--- config.mk ---
export PLATFORM = sky130hd
export DESIGN_NAME = icaf_queue
export DESIGN_NICKNAME = d
export VERILOG_FILES = /design/src/hdl/icaf_pkg.sv /design/src/hdl/icaf_queue.sv
export SDC_FILE = /design/constraint.sdc
export NUM_CORES = 1
export LEC_CHECK = 0
export BUFFER_PORTS_ARGS = -buffer_cell sky130_fd_sc_hd__clkbuf_2
export CAP_MARGIN = 20
export CELL_PAD_IN_SITES_DETAIL_PLACEMENT = 1
export CELL_PAD_IN_SITES_GLOBAL_PLACEMENT = 2
export CORE_ASPECT_RATIO = 1.1
export CORE_MARGIN = 2
export CORE_UTILIZATION = 38
export CTS_CLUSTER_SIZE = 40
export DETAILED_ROUTE_END_ITERATION = 16
export GPL_ROUTABILITY_DRIVEN = 1
export PLACE_DENSITY_LB_ADDON = 0.1
export RECOVER_POWER = 100
export SETUP_SLACK_MARGIN = 0.15
export SLEW_MARGIN = 0
export SYNTH_ARGS = -nofsm -noshare
export SYNTH_HDL_FRONTEND = slang
export SYNTH_SLANG_ARGS = --single-unit
--- constraint.sdc ---
create_clock -name clock -period 4.4 [get_ports clock]
set_clock_uncertainty 0.2 [all_clocks]
set_input_delay 0 -clock clock [delete_from_list [all_inputs] [get_ports clock]]
set_output_delay 0 -clock clock [all_outputs]
set_load 0.02 [all_outputs]
--- src/hdl/icaf_pkg.sv ---
// Shared types and constants for the IMU complementary attitude filter.
// Used by every module of the block; depends on nothing else.
package icaf_pkg;

   localparam int REQ_W = 96;
   localparam int RSP_W = 112;
   localparam int QUEUE_DEPTH = 2;
   localparam int TABLE_LEN = 24;
   localparam int CSR_ADDR_W = 2;
   localparam int CSR_DATA_W = 24;

   // Register indexes of the configuration port.
   localparam logic [CSR_ADDR_W-1:0] REG_SAMPLE_PERIOD = 2'd0;
   localparam logic [CSR_ADDR_W-1:0] REG_GYRO_WEIGHT = 2'd1;
   localparam logic [CSR_ADDR_W-1:0] REG_YAW_THRESHOLD = 2'd2;
   localparam logic [CSR_ADDR_W-1:0] REG_BOOST_AMOUNT = 2'd3;

   // ceil(2^24 / 131): exact truncating quotient for magnitudes up to 2^15.
   localparam logic [17:0] RATE_RECIP = 18'd128071;
   localparam logic [16:0] WEIGHT_ONE = 17'd65536;
   localparam logic signed [16:0] TILT_LIMIT = 17'sd23040;

   typedef struct packed {
      logic signed [15:0] accel_x;
      logic signed [15:0] accel_y;
      logic signed [15:0] accel_z;
      logic [16:0] mag_x;
      logic [16:0] mag_y;
      logic [16:0] mag_z;
      logic neg_x;
      logic neg_y;
      logic neg_z;
      logic all_zero;
   } sample_type;

   typedef struct packed {
      logic [15:0] sample_period;
      logic [16:0] gyro_weight;
      logic signed [23:0] yaw_threshold;
      logic [7:0] boost_amount;
   } cfg_type;

   // atan(2^-i) in 1/65536 degree.
   function automatic logic [22:0] atan_entry(input logic [4:0] idx);
      logic [22:0] v;
      case (idx)
         5'd0: v = 23'd2949120;
         5'd1: v = 23'd1740967;
         5'd2: v = 23'd919879;
         5'd3: v = 23'd466945;
         5'd4: v = 23'd234379;
         5'd5: v = 23'd117304;
         5'd6: v = 23'd58666;
         5'd7: v = 23'd29335;
         5'd8: v = 23'd14668;
         5'd9: v = 23'd7334;
         5'd10: v = 23'd3667;
         5'd11: v = 23'd1833;
         5'd12: v = 23'd917;
         5'd13: v = 23'd458;
         5'd14: v = 23'd229;
         5'd15: v = 23'd115;
         5'd16: v = 23'd57;
         5'd17: v = 23'd29;
         5'd18: v = 23'd14;
         5'd19: v = 23'd7;
         5'd20: v = 23'd4;
         5'd21: v = 23'd2;
         5'd22: v = 23'd1;
         default: v = 23'd0;
      endcase
      return v;
   endfunction

endpackage

--- src/hdl/icaf_queue.sv ---
// Short queue between the front end and the back end.
// Depends on icaf_pkg.
module icaf_queue (
   input  logic                     clock,
   input  logic                     reset,
   input  logic                     push_valid,
   output logic                     push_ready,
   input  icaf_pkg::sample_type     push_item,
   output logic                     pop_valid,
   input  logic                     pop_ready,
   output icaf_pkg::sample_type     pop_item
);
   import icaf_pkg::*;

   localparam int PW = (QUEUE_DEPTH > 1) ? $clog2(QUEUE_DEPTH) : 1;
   localparam int CW = $clog2(QUEUE_DEPTH + 1);
   localparam logic [CW-1:0] FULL = CW'(QUEUE_DEPTH);
   localparam logic [PW-1:0] LAST = PW'(QUEUE_DEPTH - 1);

   sample_type slot_ff [QUEUE_DEPTH];
   logic [PW-1:0] wr_ff, wr_in, rd_ff, rd_in;
   logic [CW-1:0] count_ff, count_in;
   logic do_push, do_pop;

   assign push_ready = (count_ff != FULL);
   assign pop_valid = (count_ff != '0);
   assign pop_item = slot_ff[rd_ff];
   assign do_push = push_valid && push_ready;
   assign do_pop = pop_valid && pop_ready;

   always_comb begin
      wr_in = wr_ff;
      rd_in = rd_ff;
      count_in = count_ff;
      if (do_push) begin
         wr_in = (wr_ff == LAST) ? '0 : PW'(wr_ff + 1'b1);
      end
      if (do_pop) begin
         rd_in = (rd_ff == LAST) ? '0 : PW'(rd_ff + 1'b1);
      end
      if (do_push && !do_pop) begin
         count_in = CW'(count_ff + 1'b1);
      end else if (do_pop && !do_push) begin
         count_in = CW'(count_ff - 1'b1);
      end
   end

   always_ff @(posedge clock) begin
      if (reset) begin
         wr_ff <= '0;
         rd_ff <= '0;
         count_ff <= '0;
      end else begin
         wr_ff <= wr_in;
         rd_ff <= rd_in;
         count_ff <= count_in;
      end
      if (do_push) begin
         slot_ff[wr_ff] <= push_item;
      end
   end

endmodule

; ---- After elaboration in Yosys (flattened, before gate mapping)
; Memory sizes are Yosys's and may differ from the RTL's. A register that Yosys moved wholly into a read port is not among the register bits.
; Cells that the tools add are included.
[word_totals]
register_bits = 4
latch_bits = 0
mem_bits_rw = 206
romBits = 0
output_inout_bits = 105
n_memories = 1
[mem_list]
columns = memory, words, word_bits, rd, rd_ports_with_merged_regs, wr, line_no
row1 = slot_ff, 2, 103, 1, 1, 1, icaf_queue.sv:20  ; sample_type slot_ff [QUEUE_DEPTH];
[op_classes]
add_sub_neg = 4
multipliers = 0
n_div = 0
magnitude_cmp = 0
eq_ne = 1
shift = 0
muxes = 8
bitwise_logic = 0
n_reduce_logical = 8
[op_table]
columns = operator, count
row1 = 1-bit two-way mux, 6
row2 = 1-bit logical AND, 4
row3 = 2-bit two-way mux, 2
row4 = 2-bit nonzero test, 2
row5 = "1-bit adder, second input constant", 2
row6 = "2-bit by 1-bit adder with 2-bit output, second input constant", 1
row7 = 1-bit zero test, 2
row8 = "2-bit != test, second input constant", 1
row9 = "2-bit by 1-bit subtractor with 2-bit output, second input constant", 1

; ---- Longest topological paths before layout
[logic_depth]
depth_word = 6
depth_mapped = 6

; ---- Worst setup path after synthesis
; No wires, ideal clock.
[synth_path]
path_kind = register -> register
startpoint = register count_ff[0]
endpoint = memory slot_ff[1][0] (netlist name), enable pin
setup_time_ns = 0.474
arrival_ns = 3.159
setup_slack_ns = 0.567
stages_incl_launch_ff = 3
n_path_buf = 0
synth_period_minus_slack_ns = 3.833
path_cell_list = dfxtp_1 nand2b_1 and3_1
[synth_via]
elab_chain_cells = 4
[synth_lines]
columns = element, line_no
row1 = from (decl), icaf_queue.sv:22  ; logic [CW-1:0] count_ff, count_in;
row2 = from (signal assigned), icaf_queue.sv:56  ; count_ff <= count_in;
row3 = 2-bit != test, icaf_queue.sv:25  ; assign push_ready = (count_ff != FULL);
row4 = named net push_ready, icaf_queue.sv:7  ; output logic push_ready,
row5 = 1-bit logical AND, icaf_queue.sv:28  ; assign do_push = push_valid && push_ready;
row6 = 1-bit two-way mux, icaf_queue.sv:58  ; if (do_push) begin
row7 = 1-bit two-way mux (implied by the code), icaf_queue.sv:59  ; slot_ff[wr_ff] <= push_item;
row8 = to (decl), icaf_queue.sv:20
; The timed path passes the listed nets, and every way through them passes these cells.

==> impl_metrics.json <==
{
  "cts_buffer_depth": 3,
  "grt_max_degree": 67,
  "setup_viol_count_final": 0,
  "tightest_slew_ps": 1556,
  "multiInputGateArea_um2": 1280,
  "finalCritPeriodShare_pct": 75.17,
  "dpl_cell_area_um2": 8996,
  "final_cell_count_no_fill": 947,
  "path_buf_inv": 2,
  "first_pass_iters": 4,
  "place.gp.congestion": 0.7045,
  "grt_use_met1_pct": 17.84,
  "outcome": "finished with violations",
  "post_cts_buffers": 0,
  "crit_fanout": 58,
  "drt-initial-drc-count": 114,
  "port_buffers": 211,
  "clock_latency_ps": 480,
  "crit_family": "buffers and inverters",
  "rsz0062_at_grt": "false",
  "wl_per_cell_um": 17.47,
  "diodes": 0,
  "critical_path_class": "register to output pin",
  "die_h_um": 153.0,
  "fin_util_pct": 53.15,
  "grtUsageTotal_pct": 15.35,
  "leakagePower_nw": 3.570,
  "syn-num-nets": 452,
  "core_area_um2": 19800,
  "viasPerCell": 4.615,
  "ys_seq_area_share_pct": 81.96,
  "grt_pass1_vias": 4941,
  "cts_inserted_buffers": 22,
  "p_per_area_nw_per_um2": 558.5,
  "clk_pin_slew_ps": 60,
  "clockRootBuffer": "clkbuf_16",
  "ir_worst_vdd_v": 0.0003330,
  "synth-warning-count": 0,
  "cap_viol_max_count": 1,
  "hold_viol_final": 0,
  "cts_tree": "done",
  "worstPathCellList": "clkbuf_1 > mux2_2 > clkbuf_1",
  "dp_hpwl_um": 10410,
  "start_util_pct": 38.74,
  "place_inst": 802,
  "grtUsageMet2_pct": 27.94,
  "tns_ps": 0,
  "hp-class": "input port to register",
  "fmax_mhz": 302.3,
  "wirelength_um": 16540,
  "timing.critical_path.mode_cell": "clkbuf_1",
  "crit_arrival_ps": 3110,
  "stdcell_area_um2": 10520,
  "ys_types": 19,
  "h-tree-depth": 1,
  "syn_area_per_cell_um2": 22.30,
  "num_io_pins": 212,
  "cts_resized": 0,
  "layout.nets": 789,
  "startpoint_type": "register",
  "fillers": 1931,
  "drv_slew": 64,
  "clock-sinks": 211,
  "drive_gt1_share_pct": 25.61,
  "worst_path_largest_cell_delay_ps": 1100,
  "remaining_drc_errors": 0,
  "cp-end-kind": "output pin",
  "rows": 54,
  "synth-seq-cells": 211,
  "synth_cells": 344,
  "die_area_um2": 21340,
  "vias": 4370,
  "worst_path_max_delay_cell": "clkbuf_1",
  "overflow": 0,
  "die_width_um": 139.5,
  "max-slew-margin-rel_pct": -3.716,
  "violations": "capacitance limit, slew limit",
  "crit_required_ps": 4200,
  "synth.cell_area_um2": 7670,
  "fin_crit_ps": 3308,
  "antenna_found_initial": 0,
  "seqCellArea_um2": 6290,
  "top_usage_layer": "met2",
  "drtAntennaViolNets": 0,
  "grt_pass1_wl_um": 26120,
  "area_delta_synth_final_pct": 37.18,
  "gr-usage-met3_pct": 3.822
}
==> final timing paths <==
path | start | end | slack (ps) | cells after the start
max reg2reg | count_ff[0] | slot_ff[1][2] | 1230 | 3
min | push_item[3] | slot_ff[0][3] | 50 | 2
max | register | pop_item[61] | 1090 | 3
min reg2reg | rd_ff | rd_ff | 320 | 2
==> registers in the layout, indices dropped and copies added (netlist names), named ones only <==
signal and count:
slot_ff 206, wr_ff 1, count_ff 2, rd_ff 1
==> routing by layer <==
| metal | routed length, µm | share of wire, % |
|---|---|---|
| met1 | 6512 | 39 |
| met2 | 8641 | 52 |
| met3 | 1026 | 6.2 |
| met4 | 359 | 2.2 |
| met5 | 0 | 0 |
==> cell type report <==
class | instances | share of cell area (%)
clock inverter | 11 | 0.9514
sequential | 211 | 59.78
clock buffer | 27 | 5.613
tap | 252 | 2.997
multi-input combinational | 121 | 12.17
inverter | 1 | 0.05946
timing repair buffer | 324 | 18.43
==> cell usage in the layout (no fill, tap or decap) <==
cell             n
and2_0           1
or3_1            1
bufinv_16        2
inv_4            1
nand3b_1         1
a21bo_2          1
and3_2           1
clkbuf_1       178
xor2_1           3
mux2_1           1
o21ai_0          2
buf_1            2
a21oi_1          2
or2_2            1
clkbuf_16       23
edfxtp_1       206
buf_4            1
clkbuf_2        40
dfxtp_4          1
nor2_1           3
dfxtp_1          4
dlygate4sd3_1  107
clkinv_2         5
ha_1             1
mux2_2         102
clkinv_1         4
nand2b_1         1
==> power breakdown <==
part	internal (W)	switching (W)
clock network	0.00106	0.000705
logic	0.000560	0.000898
registers	0.00252	0.000132
total	0.00414	0.00173
==> repair_timing <==
item                       in CTS  in global routing
hold buffers                  107                  0
setup endpoints to repair       0                  0
hold endpoints to repair      211                  0
==> metrics by stage <==
stage               power, W  setup WS, ps  hold slack [ps]
floorplan           0.003702         567.0           -130.9
global placement    0.004156          1940           -10.31
detailed placement  0.004186          1871           -6.680
CTS                 0.006067          1710            12.50
global route        0.006156         816.7            34.20
finish              0.005876          1092            47.79
==> synth_stat cells (all sizes together) <==
cell,count,area (µm²)
edfxtp,206,6186
mux2,103,1160
buf,11,101.4
dfxtp,5,100.1
nor2,3,11.26
xor2,3,26.28
a21oi,2,10.01
o21ai,2,10.01
a21bo,1,10.01
and2,1,6.260
and3,1,6.260
ha,1,12.51
inv,1,3.750
nand2b,1,6.260
nand3b,1,7.510
or2,1,6.260
or3,1,6.260
==> cells by family (layout without fill, tap and decap cells) <==
kind of cell             Yosys count  count (layout)  share of synthesized area, %
multiplexers                     103             103                         15.12
XOR/XNOR                           3               3                        0.3426
AND/OR/NAND/NOR                    9               9                        0.6528
flip-flops                       211             211                         81.96
AO/OA/AOI/OAI                      5               5                        0.3915
buffers and inverters             12             363                         1.370
adder cells (fa/ha/maj)            1               1                        0.1631
(Power assumes the default switching activity.)
