[config.mk]
export PLATFORM = sky130hd
export DESIGN_NAME = icaf_front
export DESIGN_NICKNAME = d
export VERILOG_FILES = /design/src/hdl/icaf_pkg.sv /design/src/hdl/icaf_front.sv
export SDC_FILE = /design/constraint.sdc
export NUM_CORES = 1
export LEC_CHECK = 0
export ABC_CLOCK_PERIOD_IN_PS = 3720
export BUFFER_PORTS_ARGS = -buffer_cell sky130_fd_sc_hd__clkbuf_2
export CORE_ASPECT_RATIO = 0.9
export CORE_MARGIN = 2
export CORE_UTILIZATION = 40
export DETAILED_ROUTE_END_ITERATION = 10
export PLACE_DENSITY_LB_ADDON = 0.1
export SYNTH_ARGS = -nofsm -noshare
export SYNTH_HDL_FRONTEND = slang
export SYNTH_SLANG_ARGS = --single-unit
[constraint.sdc]
create_clock -name clock -period 3.72 [get_ports clock]
set_input_delay 0.372 -clock clock [delete_from_list [all_inputs] [get_ports clock]]
set_output_delay 0.372 -clock clock [all_outputs]
set_load 0.1 [all_outputs]
[src/hdl/icaf_pkg.sv]
// Shared types and constants for the IMU complementary attitude filter.
// Used by every module of the block; depends on nothing else.
package icaf_pkg;

   localparam int REQ_W = 96;
   localparam int RSP_W = 112;
   localparam int QUEUE_DEPTH = 2;
   localparam int TABLE_LEN = 24;
   localparam int CSR_ADDR_W = 2;
   localparam int CSR_DATA_W = 24;

   // Register indexes of the configuration port.
   localparam logic [CSR_ADDR_W-1:0] REG_SAMPLE_PERIOD = 2'd0;
   localparam logic [CSR_ADDR_W-1:0] REG_GYRO_WEIGHT = 2'd1;
   localparam logic [CSR_ADDR_W-1:0] REG_YAW_THRESHOLD = 2'd2;
   localparam logic [CSR_ADDR_W-1:0] REG_BOOST_AMOUNT = 2'd3;

   // ceil(2^24 / 131): exact truncating quotient for magnitudes up to 2^15.
   localparam logic [17:0] RATE_RECIP = 18'd128071;
   localparam logic [16:0] WEIGHT_ONE = 17'd65536;
   localparam logic signed [16:0] TILT_LIMIT = 17'sd23040;

   typedef struct packed {
      logic signed [15:0] accel_x;
      logic signed [15:0] accel_y;
      logic signed [15:0] accel_z;
      logic [16:0] mag_x;
      logic [16:0] mag_y;
      logic [16:0] mag_z;
      logic neg_x;
      logic neg_y;
      logic neg_z;
      logic all_zero;
   } sample_type;

   typedef struct packed {
      logic [15:0] sample_period;
      logic [16:0] gyro_weight;
      logic signed [23:0] yaw_threshold;
      logic [7:0] boost_amount;
   } cfg_type;

   // atan(2^-i) in 1/65536 degree.
   function automatic logic [22:0] atan_entry(input logic [4:0] idx);
      logic [22:0] v;
      case (idx)
         5'd0: v = 23'd2949120;
         5'd1: v = 23'd1740967;
         5'd2: v = 23'd919879;
         5'd3: v = 23'd466945;
         5'd4: v = 23'd234379;
         5'd5: v = 23'd117304;
         5'd6: v = 23'd58666;
         5'd7: v = 23'd29335;
         5'd8: v = 23'd14668;
         5'd9: v = 23'd7334;
         5'd10: v = 23'd3667;
         5'd11: v = 23'd1833;
         5'd12: v = 23'd917;
         5'd13: v = 23'd458;
         5'd14: v = 23'd229;
         5'd15: v = 23'd115;
         5'd16: v = 23'd57;
         5'd17: v = 23'd29;
         5'd18: v = 23'd14;
         5'd19: v = 23'd7;
         5'd20: v = 23'd4;
         5'd21: v = 23'd2;
         5'd22: v = 23'd1;
         default: v = 23'd0;
      endcase
      return v;
   endfunction

endpackage

[src/hdl/icaf_front.sv]
// Front end: takes requests, splits them into fields and classifies them.
// Depends on icaf_pkg.
module icaf_front (
   input  logic                     clock,
   input  logic                     reset,
   input  logic                     req_tvalid,
   output logic                     req_tready,
   input  logic [95:0]              req_tdata,
   output logic                     push_valid,
   input  logic                     push_ready,
   output icaf_pkg::sample_type     push_item
);
   import icaf_pkg::*;

   logic hold_valid_ff, hold_valid_in;
   sample_type hold_ff, hold_in;
   sample_type cls;
   logic signed [16:0] rx, ry, rz;
   logic accept;

   always_comb begin
      rx = 17'($signed(req_tdata[63:48]));
      ry = 17'($signed(req_tdata[79:64]));
      rz = 17'($signed(req_tdata[95:80]));
      cls.accel_x = $signed(req_tdata[15:0]);
      cls.accel_y = $signed(req_tdata[31:16]);
      cls.accel_z = $signed(req_tdata[47:32]);
      cls.neg_x = rx[16];
      cls.neg_y = ry[16];
      cls.neg_z = rz[16];
      cls.mag_x = rx[16] ? 17'(-rx) : 17'(rx);
      cls.mag_y = ry[16] ? 17'(-ry) : 17'(ry);
      cls.mag_z = rz[16] ? 17'(-rz) : 17'(rz);
      cls.all_zero = (req_tdata[47:0] == 48'd0);
   end

   assign req_tready = !hold_valid_ff || push_ready;
   assign accept = req_tvalid && req_tready;
   assign push_valid = hold_valid_ff;
   assign push_item = hold_ff;

   always_comb begin
      hold_in = accept ? cls : hold_ff;
      if (accept) begin
         hold_valid_in = 1'b1;
      end else if (push_ready) begin
         hold_valid_in = 1'b0;
      end else begin
         hold_valid_in = hold_valid_ff;
      end
   end

   always_ff @(posedge clock) begin
      if (reset) begin
         hold_valid_ff <= 1'b0;
      end else begin
         hold_valid_ff <= hold_valid_in;
      end
      hold_ff <= hold_in;
   end

endmodule

## Word-level counts from Yosys, hierarchy flattened

Cells that the tools add are included.

| storage, ports and cells | value |
|---|---|
| bits in registers | 104 |
| output and inout port bits | 105 |
| bits in read-only memories | 0 |
| word-level logic and storage cells | 27 |
| RAM bits | 0 |
| bits in latches | 0 |
| memories kept | 0 |
| bits of input ports | 100 |

| operators by class | value |
|---|---|
| bitwise gates (word level) | 0 |
| mux-type cells | 5 |
| divide/modulo/power cells | 0 |
| add/subtract/negate cells | 3 |
| $mul | 0 |
| $lt $le $gt $ge | 0 |
| reductions and logical operators | 5 |
| shift operators | 0 |
| eq/ne operators | 0 |

Operators by type and width:

| cell | count |
|---|---|
| $neg 16->17 | 3 |
| $logic_not 48->1 | 1 |
| $mux 15 | 3 |
| $mux 1 | 2 |
| $reduce_bool 2->1 | 1 |
| $logic_and 1x1->1 | 1 |
| $logic_not 1->1 | 1 |
| $logic_or 1x1->1 | 1 |

## Depth between registers and ports, before layout

Gate-level depths: netlist of run 1.

| depth | value |
|---|---|
| depth after elaboration | 4 |
| mapped depth | 5 |
| gate-level depth less buffers | 5 |

## Least setup slack after synthesis of run 1

OpenSTA, ideal clock, no wires.

| path | value |
|---|---|
| kind | reg-to-reg |
| start point | register hold_valid_ff (netlist: push_valid) |
| end point | register hold_ff, in the netlist push_item[0] (enable) |
| path buffers | 0 |
| data required time | 3.247 ns |
| cell stages (with the launch flop) | 3 |
| setup slack | -0.812 ns |
| clock period less this slack | 4.532 ns |
| setup time | 0.473 ns |
| data arrival time | 4.059 ns |
| cells stage by stage | dfxtp_1 -> nand2b_1 -> and2_1 |

| on the way | value |
|---|---|
| longest elaborated chain between the ends | 3 |

RTL lines:

| element | line | RTL |
|---|---|---|
| start: declaration | icaf_front.sv:15 | `logic hold_valid_ff, hold_valid_in;` |
| start signal: assignment | icaf_front.sv:57 | `hold_valid_ff <= hold_valid_in;` |
| $logic_not 1->1 | icaf_front.sv:37 | `assign req_tready = !hold_valid_ff \|\| push_ready;` |
| $logic_or 1x1->1 | icaf_front.sv:37 |  |
| via req_tready | icaf_front.sv:7 | `output logic req_tready,` |
| $logic_and 1x1->1 | icaf_front.sv:38 | `assign accept = req_tvalid && req_tready;` |
| via accept | icaf_front.sv:19 | `logic accept;` |
| end signal: assignment | icaf_front.sv:59 | `hold_ff <= hold_in;` |
| end: declaration | icaf_front.sv:16 | `sample_type hold_ff, hold_in;` |

The timed path passes the listed nets, and every way through them passes these cells.
A chain may end at the register's enable or synchronous reset.

## Final worst setup path of run 1

| path | value |
|---|---|
| start point | register hold_valid_ff (netlist: push_valid) |
| end point | register hold_ff, in the netlist push_item[90] (enable) |

| on the way | value |
|---|---|
| longest elaborated chain between the ends | 3 |

RTL lines:

| element | line |
|---|---|
| $logic_not 1->1 | icaf_front.sv:37 |
| $logic_or 1x1->1 | icaf_front.sv:37 |
| $logic_and 1x1->1 | icaf_front.sv:38 |
| via accept | icaf_front.sv:19 |

The timed path passes the listed nets, and every way through them passes these cells.

==> impl_metrics.py, run 1 <==
metrics = {
    "synthesis": {
        "yosys_warnings": 0,
        "synth_compound_area_frac": 0.0519,
        "synthSimpleGateAreaFrac": 0.0899,
        "synth_top_family_by_area": "simple AND/OR/NAND/NOR gates",
        "netlist_area_mm2": 0.00412,
        "synth_mux_area_frac": 0,
        "syn_area_per_cell_um2": 15.9,
        "synth-seq-area-share": 0.755,
        "ys_ff_latch": 104,
        "syn_inst": 259,
        "synth_fa_ha_area_frac": 0.00911,
        "yosysUniqueCellTypes": 26,
        "synth_xor_area_frac": 0.0829,
    },
    "placed_design": {
        "place_congestion": 0.827,
        "port_buffers": 204,
        "hpwlAfterDp_mm": 7.42,
        "dp.cells": 592,
        "place_area_mm2": 0.00532,
    },
    "floorplan": {
        "num_rows": 35,
        "die_w_um": 111,
        "die_area_mm2": 0.0111,
        "start_util": 0.407,
        "core_area_mm2": 0.0101,
        "io_pins": 205,
        "die_h_um": 100,
    },
    "timing": {
        "setup_viol": 0,
        "slew_viol_final": 0,
        "min_period_over_period": 0.477,
        "rsz0062_at_grt": "no",
        "relSlewSlack": 0.518,
        "fin_crit_ps": 1780,
        "hold_violations": 0,
        "finalClockSkew_ps": 11.1,
        "finalSetupTns_ps": 0,
        "fmax_mhz": 563,
        "max_slew.worst_pin.slew_ps": 723,
    },
    "global_routing": {
        "grt_max_degree": 55,
        "grt_pass1_vias": 2864,
        "overflow": 0,
        "antenna_found_initial": 0,
        "gr-usage-all-layers": 0.168,
        "grt_pass1_wl_mm": 14.5,
    },
    "cts": {
        "cts_tree": "yes",
        "clockBufferDepth": 2,
        "cts_made_buffers": 9,
        "htreeDepth": 3,
        "cts_sinks": 104,
        "post-cts-setup-buffers": 0,
        "hold_buffers": 0,
        "clock_latency_ps": 330,
        "root_buffer": "clkbuf_16",
        "cts.repair.resized": 0,
        "clkSlewWorstSetupHoldPaths_ps": 70,
    },
    "final_layout": {
        "fillCellCount": 885,
        "nNetsFinal": 577,
        "final_cell_area_mm2": 0.00560,
        "fin_cells": 608,
        "antennaDiodeCount": 0,
        "final_common_cell": "clkbuf_2",
        "syn_to_final_growth_pct": 36.0,
        "final_cell_mix": "clkbuf_2, edfxtp_1, xnor2_1, nand2_1",
        "multi_input_area_um2": 977,
        "layout-drive-gt1-share": 0.470,
        "seqCellArea_mm2": 0.00311,
    },
    "pwr": {
        "swShare": 0.364,
        "combPwrFrac": 0.264,
        "clkPwrFrac": 0.284,
        "pwr_density_cell_mw_per_mm2": 556,
        "ir_worst_vdd_uv": 256,
        "p_leak_nw": 2.29,
        "switching_power_mw": 1.14,
        "p_int_mw": 1.98,
        "seqPwrFrac": 0.452,
    },
    "setup_path": {
        "crit_path_end": "push_item[90]",
        "cp.required_ps": 3730,
        "cp_max_fo": 54,
        "crit_path_end_kind": "flip-flop",
        "arrival_ps": 1790,
        "worst-setup-path-type": "flip-flop to flip-flop",
        "rr_worst_depth": 3,
        "startpoint": "push_valid",
        "start_kind": "flip-flop",
        "r2r_slack_ps": 1940,
        "rr_endpoint": "push_item[90]",
        "rr_startpoint": "push_valid",
    },
    "run_status": {
        "outcome": "finished, final reports clean",
    },
    "routing": {
        "drc": 0,
        "dr_total_vias": 2927,
        "viasPerCell": 4.81,
        "routed_wl_mm": 9.49,
        "first_iter_violations": 107,
        "wl_per_cell_um": 15.6,
        "postRouteAntennaNets": 0,
        "firstDrtPassIters": 4,
    },
    "min_path": {
        "min_path_type": "input port to flip-flop",
    },
    "job": {
        "drv_cap": 0,
    },
}
[cells by family (layout without fill, tap and decap cells)]
group,count (synthesis),after routing
AOI/OAI and AO/OA,33,33
buffers and inverters,11,229
DFF,104,104
adders and majority gates,3,3
other,1,3
xor gates and xnor gates,39,39
and+or+nand+nor,68,68
[synthesized netlist by cell type]
cell,number,area (um^2)
nand3_1,1,5.00
nand3b_1,1,7.51
conb_1,1,3.75
and2_1,1,6.26
nand4_1,3,18.8
ha_1,3,37.5
dfxtp_1,1,20.0
nor2_1,7,26.3
o41ai_1,5,43.8
o31ai_2,1,12.5
or4_4,2,22.5
o21ai_0,16,80.1
o31ai_1,9,67.6
clkbuf_1,3,11.3
nand2b_1,6,37.5
inv_1,8,30.0
nand2_1,19,71.3
xor2_1,1,8.76
xnor2_1,38,333
nor3_1,5,25.0
edfxtp_1,103,3090
or4_1,4,30.0
or3_1,2,12.5
a21oi_1,2,10.0
nor4_1,16,100
or3_2,1,7.51
[per-stage QoR]
| step | hold WS [ps] | utilization | power, mW | setup WS, ps |
|---|---|---|---|---|
| finish | 185 | 0.554 | 3.12 | 1940 |
| global route | 174 | 0.554 | 3.22 | 1790 |
| CTS | 175 | 0.554 | 3.15 | 1920 |
| detailed placement | 529 | 0.526 | 2.26 | 1640 |
| global placement | 506 | 0.526 | 2.26 | 1690 |
| floorplan | 441 | - | 2.09 | 281 |
[metal layers]
layer,global-route usage,wire [um],up-vias
met5,0,0,-
met3,0.0634,885,9
met2,0.274,4450,135
met1,0.209,4040,1356
li1,-,-,1427
met4,0.0567,112,0
[area by class of cell]
type,count,area share
inverter,8,0.00536
tap,129,0.0288
multi-input combinational,146,0.174
clock inverter,6,0.00938
clock buffer,10,0.0409
timing repair buffer,205,0.186
sequential,104,0.555
[power groups by stage]
stage | combinational [mW] | sequential (mW) | clock, mW
6_report | 0.822 | 1.41 | 0.886
5_1_grt | 0.852 | 1.42 | 0.950
4_1_cts | 0.828 | 1.41 | 0.914
3_5_place_dp | 0.827 | 1.44 | 0
3_3_place_gp | 0.823 | 1.43 | 0
2_1_floorplan | 0.0955 | 1.99 | 0
[worst min path at each step]
stage	from	to	slack (ps)	cells past startpoint
finish	reset	push_valid	180	2
global route	reset	push_valid	170	2
CTS	reset	push_valid	180	2
detailed placement	push_valid	push_valid	530	2
global placement	push_valid	push_valid	510	2
floorplan	reset	push_valid	440	1
[sequential cells by signal, summed over array words and instances, names as in the netlist]
| name | cells |
|---|---|
| push_valid | 1 |
| push_item | 103 |
[critical path, stage by stage, from the launching register on]
cell	delay, ps
dfxtp_1	320
nand2b_1	100
and2_4	610
buf_12	350
Note: power is estimated with default switching activity, not from simulation.
==> run 2: changes to the inputs <==
ABC_CLOCK_PERIOD_IN_PS = 1500   (was 3720)
clock period = 1.5 ns   (was 3.72 ns; I/O delays follow)
==> run 2 against run 1 <==
Global-route usage up 1.2 points. Count of clock-buffer cells in the layout down 1. Largest power group unchanged. Wire length up 6.7%. Sequential cell count unchanged. Clock power rose to 2.6 times the previous value. Sequential power up 150%. Critical endpoint is now push_item[52]. First-iteration DRC count down 25%. Sequential share of layout area down 6.7 points. Combinational power rose to 2.7 times the previous value. Die area unchanged. Worst hold slack worse by 170 ps. Worst setup slack worse by 1900 ps.
==> impl_metrics.py, run 2 (synthesis results as in run 1) <==
metrics = {
    "run_status": {
        "outcome": "finished, final reports clean",
    },
    "pwr": {
        "clkPwrFrac": 0.287,
        "swShare": 0.366,
        "p_int_mw": 5.07,
        "switching_power_mw": 2.93,
        "p_leak_nw": 2.67,
        "combPwrFrac": 0.277,
        "seqPwrFrac": 0.436,
        "pwr_density_cell_mw_per_mm2": 1250,
        "ir_worst_vdd_uv": 714,
        "total_power_mw": 8.01,
    },
    "setup_path": {
        "rr_worst_depth": 3,
        "crit_path_end_kind": "flip-flop",
        "cpMostUsedCell": "or4_4",
        "critPathSlowestCell": "or4_4",
        "rr_startpoint": "push_valid",
        "start_kind": "input port",
        "arrival_ps": 1570,
        "cp_cell_sequence": "buf_6 -> or4_4 -> or4_4 -> o31ai_4 -> xnor2_1",
        "cp_max_fo": 3,
        "rr_endpoint": "push_item[27]",
        "r2r_slack_ps": 230,
        "startpoint": "req_tdata[56]",
        "worst-setup-path-type": "input port to flip-flop",
        "cp.required_ps": 1590,
        "cpPeakStageDelay_ps": 540,
    },
    "floorplan": {
        "num_rows": 35,
        "io_pins": 205,
        "die_area_mm2": 0.0111,
        "die_w_um": 111,
        "core_area_mm2": 0.0101,
        "die_h_um": 100,
        "start_util": 0.407,
    },
    "timing": {
        "timing.hold.ws_ps": 12.5,
        "fin_crit_ps": 1480,
        "slew_viol_final": 0,
        "relSlewSlack": 0.621,
        "rsz0062_at_grt": "yes",
        "finalClockSkew_ps": 10.8,
        "hold_violations": 0,
        "min_period_over_period": 0.987,
        "finalSetupTns_ps": 0,
        "setup_viol": 0,
        "max_slew.worst_pin.slew_ps": 571,
        "fmax_mhz": 676,
    },
    "routing": {
        "postRouteAntennaNets": 0,
        "routed_wl_mm": 10.1,
        "wl_per_cell_um": 14.8,
        "firstDrtPassIters": 5,
        "viasPerCell": 4.73,
        "dr_total_vias": 3244,
        "drc": 0,
        "first_iter_violations": 80,
    },
    "final_layout": {
        "fin_util": 0.631,
        "syn_to_final_growth_pct": 54.9,
        "nNetsFinal": 655,
        "seqCellArea_mm2": 0.00312,
        "final_cell_area_mm2": 0.00639,
        "layout-drive-gt1-share": 0.483,
        "final_cell_mix": "clkbuf_2, edfxtp_1, dlygate4sd3_1, xnor2_1, buf_4",
        "largest_register_ffs": 103,
        "multi_input_area_mm2": 0.00103,
        "fillCellCount": 805,
        "antennaDiodeCount": 0,
        "final_common_cell": "clkbuf_2",
    },
    "min_path": {
        "hold_depth": 1,
        "worstHoldEndpoint": "push_item[95]",
        "min_from": "req_tdata[8]",
        "min_path_type": "input port to flip-flop",
    },
    "global_routing": {
        "grt_max_degree": 39,
        "overflow": 0,
        "grt_pass1_wl_mm": 15.6,
        "grt_pass1_vias": 3218,
        "antenna_found_initial": 0,
        "gr-usage-all-layers": 0.180,
    },
    "placed_design": {
        "place_congestion": 0.773,
        "hpwlAfterDp_mm": 7.51,
        "port_buffers": 204,
        "place_area_mm2": 0.00565,
    },
    "cts": {
        "root_buffer": "clkbuf_16",
        "clock_latency_ps": 340,
        "clkSlewWorstSetupHoldPaths_ps": 80,
        "cts_sinks": 104,
        "cts_tree": "yes",
        "cts_made_buffers": 9,
        "clockBufferDepth": 2,
        "htreeDepth": 3,
        "post-cts-setup-buffers": 0,
    },
    "job": {
        "drv_cap": 0,
    },
}
[run 2: per-layer routing]
layer	part of all wire	GRT usage	wire length, um	vias up
met1	0.40	0.217	4060	1500
met2	0.50	0.299	5070	138
met3	0.074	0.0580	752	19
li1	-	-	-	1587
met5	0	0	0	-
met4	0.023	0.0827	233	0
[run 2: worst max-delay path by stage]
stage / depth (start not counted) / slack (ps) / to
3_5_place_dp: 5 / -330 / push_item[52]
6_report: 5 / 20 / push_item[52]
4_1_cts: 5 / 30 / push_item[52]
2_1_floorplan: 2 / -510 / push_item[0]
5_1_grt: 5 / -9 / push_item[52]
3_3_place_gp: 5 / -320 / push_item[52]
[run 2: power by group through the flow]
stage / clock, mW / combinational (mW) / sequential, mW
finish: 2.30 / 2.22 / 3.49
global route: 2.47 / 2.30 / 3.51
CTS: 2.37 / 2.22 / 3.49
detailed placement: 0 / 2.13 / 3.56
global placement: 0 / 2.12 / 3.55
floorplan: 0 / 0.245 / 4.94
[run 2: cell type report]
cell class,instances,share of cell area
Clock buffer,9,0.0353
Clock inverter,7,0.0114
Inverter,8,0.00470
Multi-Input combinational cell,146,0.161
Sequential cell,104,0.488
Tap cell,129,0.0253
Timing Repair Buffer,283,0.274
[run 2: timing repair]
action	in CTS	in global routing
setup endpoints to repair	0	1
resized for setup	0	1
endpoints found under the hold margin	41	2
hold buffers	41	2
[run 2: worst max-delay path, delay by kind of cell]
kind | cells | cell delay [ps]
AO/OA/AOI/OAI | 1 | 240
XOR/XNOR | 1 | 80
buffers and inverters | 1 | 100
AND/OR/NAND/NOR | 2 | 1010
[run 2: stage by stage]
step                      instances  setup slack (ps)
after detailed placement        627              -332
after global routing            686             -9.27
final                           686              20.1
after floorplan                 261              -510
after CTS                       684              33.9
after global placement          627              -321
